$ cat src/skt_pkg.sv
// Shared types and constants for the sorted key table.
`timescale 1ns / 1ps
package skt_pkg;
	localparam int DEPTH_DEF        = 64;
	localparam int PAYLOAD_BITS_DEF = 16;
	localparam int KEY_W            = 31;
	localparam int PL_W             = 16;
	localparam int CNT_W            = 7;

	localparam logic [1:0] ST_INSERTED  = 2'd0;
	localparam logic [1:0] ST_FOUND     = 2'd1;
	localparam logic [1:0] ST_NOT_FOUND = 2'd2;
	localparam logic [1:0] ST_FULL      = 2'd3;

	localparam logic OP_INSERT = 1'b0;
	localparam logic OP_LOOKUP = 1'b1;

	typedef enum logic [1:0] {
		S_IDLE,
		S_CMP,
		S_APPLY
	} state_t;

	// commands from controller to datapath
	typedef struct packed {
		logic load;
		logic compare;
		logic apply;
	} cmd_t;
endpackage

$ cat src/skt_ctrl.sv
// Controller: sequences load, compare and apply for one transaction at a time.
`timescale 1ns / 1ps
module skt_ctrl (
	input  logic          clk,
	input  logic          arst_n,
	input  logic          req_valid,
	output logic          req_ready,
	output logic          rsp_valid,
	input  logic          rsp_ready,
	output skt_pkg::cmd_t cmd
);
	import skt_pkg::*;

	state_t state_q, state_d;
	logic   out_valid_q;

	// state register and output valid
	always_ff @(posedge clk or negedge arst_n) begin
		if (!arst_n) begin
			state_q     <= S_IDLE;
			out_valid_q <= 1'b0;
		end else begin
			state_q <= state_d;
			if (cmd.apply)
				out_valid_q <= 1'b1;
			else if (rsp_ready)
				out_valid_q <= 1'b0;
		end
	end

	// next state and commands
	always_comb begin
		state_d     = state_q;
		req_ready   = 1'b0;
		cmd         = '0;
		case (state_q)
			S_IDLE: begin
				req_ready = 1'b1;
				if (req_valid) begin
					cmd.load = 1'b1;
					state_d  = S_CMP;
				end
			end
			S_CMP: begin
				cmd.compare = 1'b1;
				state_d     = S_APPLY;
			end
			S_APPLY: begin
				// wait until the output register is empty or being taken
				if (!out_valid_q || rsp_ready) begin
					cmd.apply = 1'b1;
					state_d   = S_IDLE;
				end
			end
			default: state_d = S_IDLE;
		endcase
	end

	assign rsp_valid = out_valid_q;
endmodule

$ cat config.mk
export PLATFORM = sky130hd
export DESIGN_NAME = skt_ctrl
export DESIGN_NICKNAME = d
export VERILOG_FILES = /design/src/skt_pkg.sv /design/src/skt_ctrl.sv
export SDC_FILE = /design/constraint.sdc
export NUM_CORES = 1
export LEC_CHECK = 0
export ABC_CLOCK_PERIOD_IN_PS = 2200
export BUFFER_PORTS_ARGS = -buffer_cell sky130_fd_sc_hd__buf_2
export CORE_AREA = 3 3 40 42
export DETAILED_ROUTE_END_ITERATION = 6
export DIE_AREA = 0 0 43 45
export PLACE_DENSITY = 0.39
export SETUP_SLACK_MARGIN = 0.15
export SYNTH_ARGS = -nofsm -noshare
export SYNTH_HDL_FRONTEND = slang
export SYNTH_SLANG_ARGS = --single-unit
$ cat constraint.sdc
create_clock -name clk -period 2.2 [get_ports clk]
set_input_delay 0.11 -clock clk [delete_from_list [all_inputs] [get_ports clk]]
set_output_delay 0.11 -clock clk [all_outputs]
set_load 0.05 [all_outputs]
After elaboration in Yosys (flattened, before gate mapping)

Index checks and enable logic that the tools add are counted.

Output and inout port bits: 5
Input port bits: 4
Bits in registers: 3

Muxes and demuxes: 11
Equality and inequality tests: 4
Reduce and logical (&&, ||, !) cells: 5

Operators by type and width:

| cell                                                            | number |
|---|---|
| 1-bit two-way mux                                               | 8 |
| 2-bit one-hot mux with 3 select lines                           | 1 |
| 2-bit two-way mux                                               | 2 |
| 2-bit inequality test, second input constant                    | 2 |
| 2-bit by 1-bit == test with 1-bit output, second input constant | 1 |
| 2-bit == test, second input constant                            | 1 |
| 2-bit zero test                                                 | 1 |
| 2-bit AND reduction                                             | 1 |
| 2-bit nonzero test                                              | 1 |
| 1-bit zero test                                                 | 1 |
| 1-bit logical OR                                                | 1 |

Longest topological paths before layout

Word-level depth: 5
Mapped depth: 2

Least setup slack after synthesis

Ideal clock, no wire load.

Kind: register to output
From: reg out_valid_q (netlist: rsp_valid)
To: out cmd[0] (netlist bit)
Arrival time: 1.455 ns
Buffers on the path: 0
Setup slack: 0.635 ns
Cell stages (with the launch flop): 3
Required time: 2.090 ns
Cells stage by stage: dfrtp_1 nand2b_1 nor2b_1

RTL lines:

| item                     | line           | RTL |
|---|---|---|
| start: declaration       | skt_ctrl.sv:15 | `logic out_valid_q;` |
| start signal: assignment | skt_ctrl.sv:21 | `out_valid_q <= 1'b0;` |
| start signal: assignment | skt_ctrl.sv:25 | `out_valid_q <= 1'b1;` |
| start signal: assignment | skt_ctrl.sv:27 | `out_valid_q <= 1'b0;` |
| end: declaration         | skt_ctrl.sv:10 | `output skt_pkg::cmd_t cmd` |

==> flow_summary_export.csv <==
group,metric,value,unit
run_status,outcome,"complete, no violations",
sta,max_slew_margin,0.831,
clocking,clk_latency,230,ps
hold_path,hp-class,"input port to flop",
die,io_pins,9,
sta,clock_skew,1.09,ps
routing,viasPerCell,3.08,
critical_path,end_kind,"primary output",
critical_path,worstRegToRegCells,2,
synthesis,synth-edff-count,0,
die,fp-row-count,13,
critical_path,required,2090,ps
pwr,power,0.359,mW
sta,rsz0062_at_grt,"no",
layout,num-fill-cells,139,
pwr,internal_power,0.184,mW
critical_path,worst_path_max_delay_cell,"dfrtp_1",
critical_path,crit_fanout,3,
placement,place_hpwl,228,um
routing,avgRoutedWirePerCell,7.28,um
synthesis,syn_area_per_cell,11.1,um2
critical_path,crit_family,"flip-flops",
die,die_w,43,um
die,core,0.00128,mm2
routing,drt-pass1-iter-count,2,
clocking,cts.repair.resized,0,
sta,hold_violations,0,
sta,min_period,1280,ps
synthesis,yosys_register_bits,3,
routing,ant_nets,0,
layout,n_antenna_cell,0,
routing,drt_wl_total,291,um
sta,holdWs,92.9,ps
placement,dp_slack,1160,ps
clocking,path_clk_slew,40,ps
layout,area.growth.synth_to_final,71.7,%
synthesis,netlist_instances,12,
synthesis,synth_area_leaders,"dfrtp_1, and2_1, nand2b_1, nor2b_2, o21bai_1",
synthesis,syn_nets,16,
grt,grt_usage,0.0443,
layout,regArea,75.1,um2
clocking,clockRootBuffer,"clkbuf_4",
sta,max_slew.worst_pin.slew,255,ps
critical_path,rrSetupSlack,1400,ps
grt,overflow,0,
critical_path,cp.depth,3,
critical_path,critPathMaxStageDelay,380,ps
synthesis,ys_async_sr_fraction,1.00,
critical_path,crit_path_start_kind,"flop",
critical_path,path_cells,"nand2b_1, nor2b_1, buf_2",
pwr,switching_share,0.489,
clocking,cts_tree,"built",
routing,drt_iter0_markers,1,
grt,antenna_found_initial,0,
synthesis,yosys.cell_count.top_type,"dfrtp_1",
hold_path,worst_hold_startpoint,"req_valid",
critical_path,rr_startpoint,"state_q[0]$_DFFE_PN0P_",
routing,via_count,123,
critical_path,worstReg2RegEnd,"state_q[1]$_DFFE_PN0P_",
sta,finalCritPeriodShare,0.581,
placement,routabilityCongestion,0.576,
placement,placed_cells,35,
die,initial_core_util,0.103,
critical_path,critPathArrivalTime,1170,ps
hold_path,min_to,"state_q[0]$_DFFE_PN0P_",
synthesis,yosysTopAreaCellShare,0.566,
layout,multi_input_area,57.6,um2
synthesis,yosysUniqueCellTypes,8,
clocking,cts_setup_buffers,0,
sta,slew_violations,0,
synthesis,synth_common_cells,"dfrtp_1, and2_1, nand2b_1",
die,die_area,0.00194,mm2
synthesis,yosys_warnings,0,
clocking,cts_buffers,3,
synthesis,synth_top_cell_by_area,"dfrtp_1",
pwr,power.switching,0.176,mW
sta,fin_setup_tns,0,ps
critical_path,crit_type,"flop to primary output",
pwr,ir_drop,0.521,mV
die,die_y,45,um
synthesis,ys_seq_area_frac,0.566,
clocking,clkSinkCount,3,
pwr,power.leakage,0.116,nW
critical_path,critPathLaunch,"state_q[0]$_DFFE_PN0P_",
routing,drc_errors,0,
sta,fin_ws,921,ps
synthesis,synth_ff_type,"dfrtp_1",
layout,drive_gt1_frac,0.520,
pwr,seq_power_share,0.239,
flow_run,max-cap-violations,0,
grt,grt_pass1_wl,524,um
layout,nets,30,
sta,setup_viol,0,
pwr,comb_power_share,0.493,
critical_path,path_buf_inv,1,
clocking,cts_max_level,1,
placement,port-buffer-count,8,
pwr,powerDensity,1580,mW/mm2
synthesis,synth_area,133,um2
clocking,cts_buffer_depth,2,
sta,fmax,0.782,GHz
hold_path,min_path_cells,2,
pwr,clkPwrFrac,0.268,
layout,final_cells,40,
grt,grt_max_degree,4,
grt,first_global_vias,131,
## sequential cells by signal (all words and copies together), names as in the netlist
signal and count:
state_q 2, rsp_valid 1
## final cells by class
type	instances	area share
flip-flops and latches	3	0.330
repair buffers	9	0.220
well taps	15	0.0824
multi-input cells	9	0.253
clock buffers	4	0.115
## power by group through the flow
stage / clock [mW] / combinational, mW / sequential (mW)
after floorplan: 0 / 0.113 / 0.113
after global placement: 0 / 0.176 / 0.0854
after detailed placement: 0 / 0.177 / 0.0867
after CTS: 0.0999 / 0.179 / 0.0860
after global routing: 0.107 / 0.190 / 0.0887
final: 0.0963 / 0.177 / 0.0859
## cell usage in the layout, fill, tap and decap left out
cell,Yosys,final
clkbuf_1,0,1
dlygate4sd3_1,0,1
nor2b_1,1,1
nor2b_2,1,1
nand2b_1,2,2
dfrtp_1,3,3
nor2_2,1,1
and2_1,2,2
buf_2,0,8
nand2_1,1,1
o21bai_1,1,1
clkbuf_4,0,3
## timing repair
item / in CTS / in global routing
endpoints found under the setup margin: 0 / 0
hold buffers: 1 / 0
hold endpoints to repair: 3 / 0
## worst max-delay path by stage
stage,end
floorplan,cmd[0]
global placement,cmd[0]
detailed placement,cmd[0]
CTS,cmd[0]
global route,cmd[0]
finish,cmd[0]
## layer usage
metal | track usage | share of wire | vias up
met2 | 0.0419 | 0.25 | 9
met4 | 0.0361 | 0 | 0
met1 | 0.0414 | 0.56 | 48
li1 | - | - | 66
met5 | 0 | 0 | -
met3 | 0.0637 | 0.18 | 0
## logic make-up after synthesis
family	synth area share
DFF	0.566
and+or+nand+nor	0.377
AOI/OAI and AO/OA	0.0566
## stage by stage
stage	util	area, um2
floorplan	-	133
global placement	0.149	191
finish	0.177	228
detailed placement	0.149	191
CTS	0.177	228
global route	0.177	228
(Power assumes the default switching activity.)
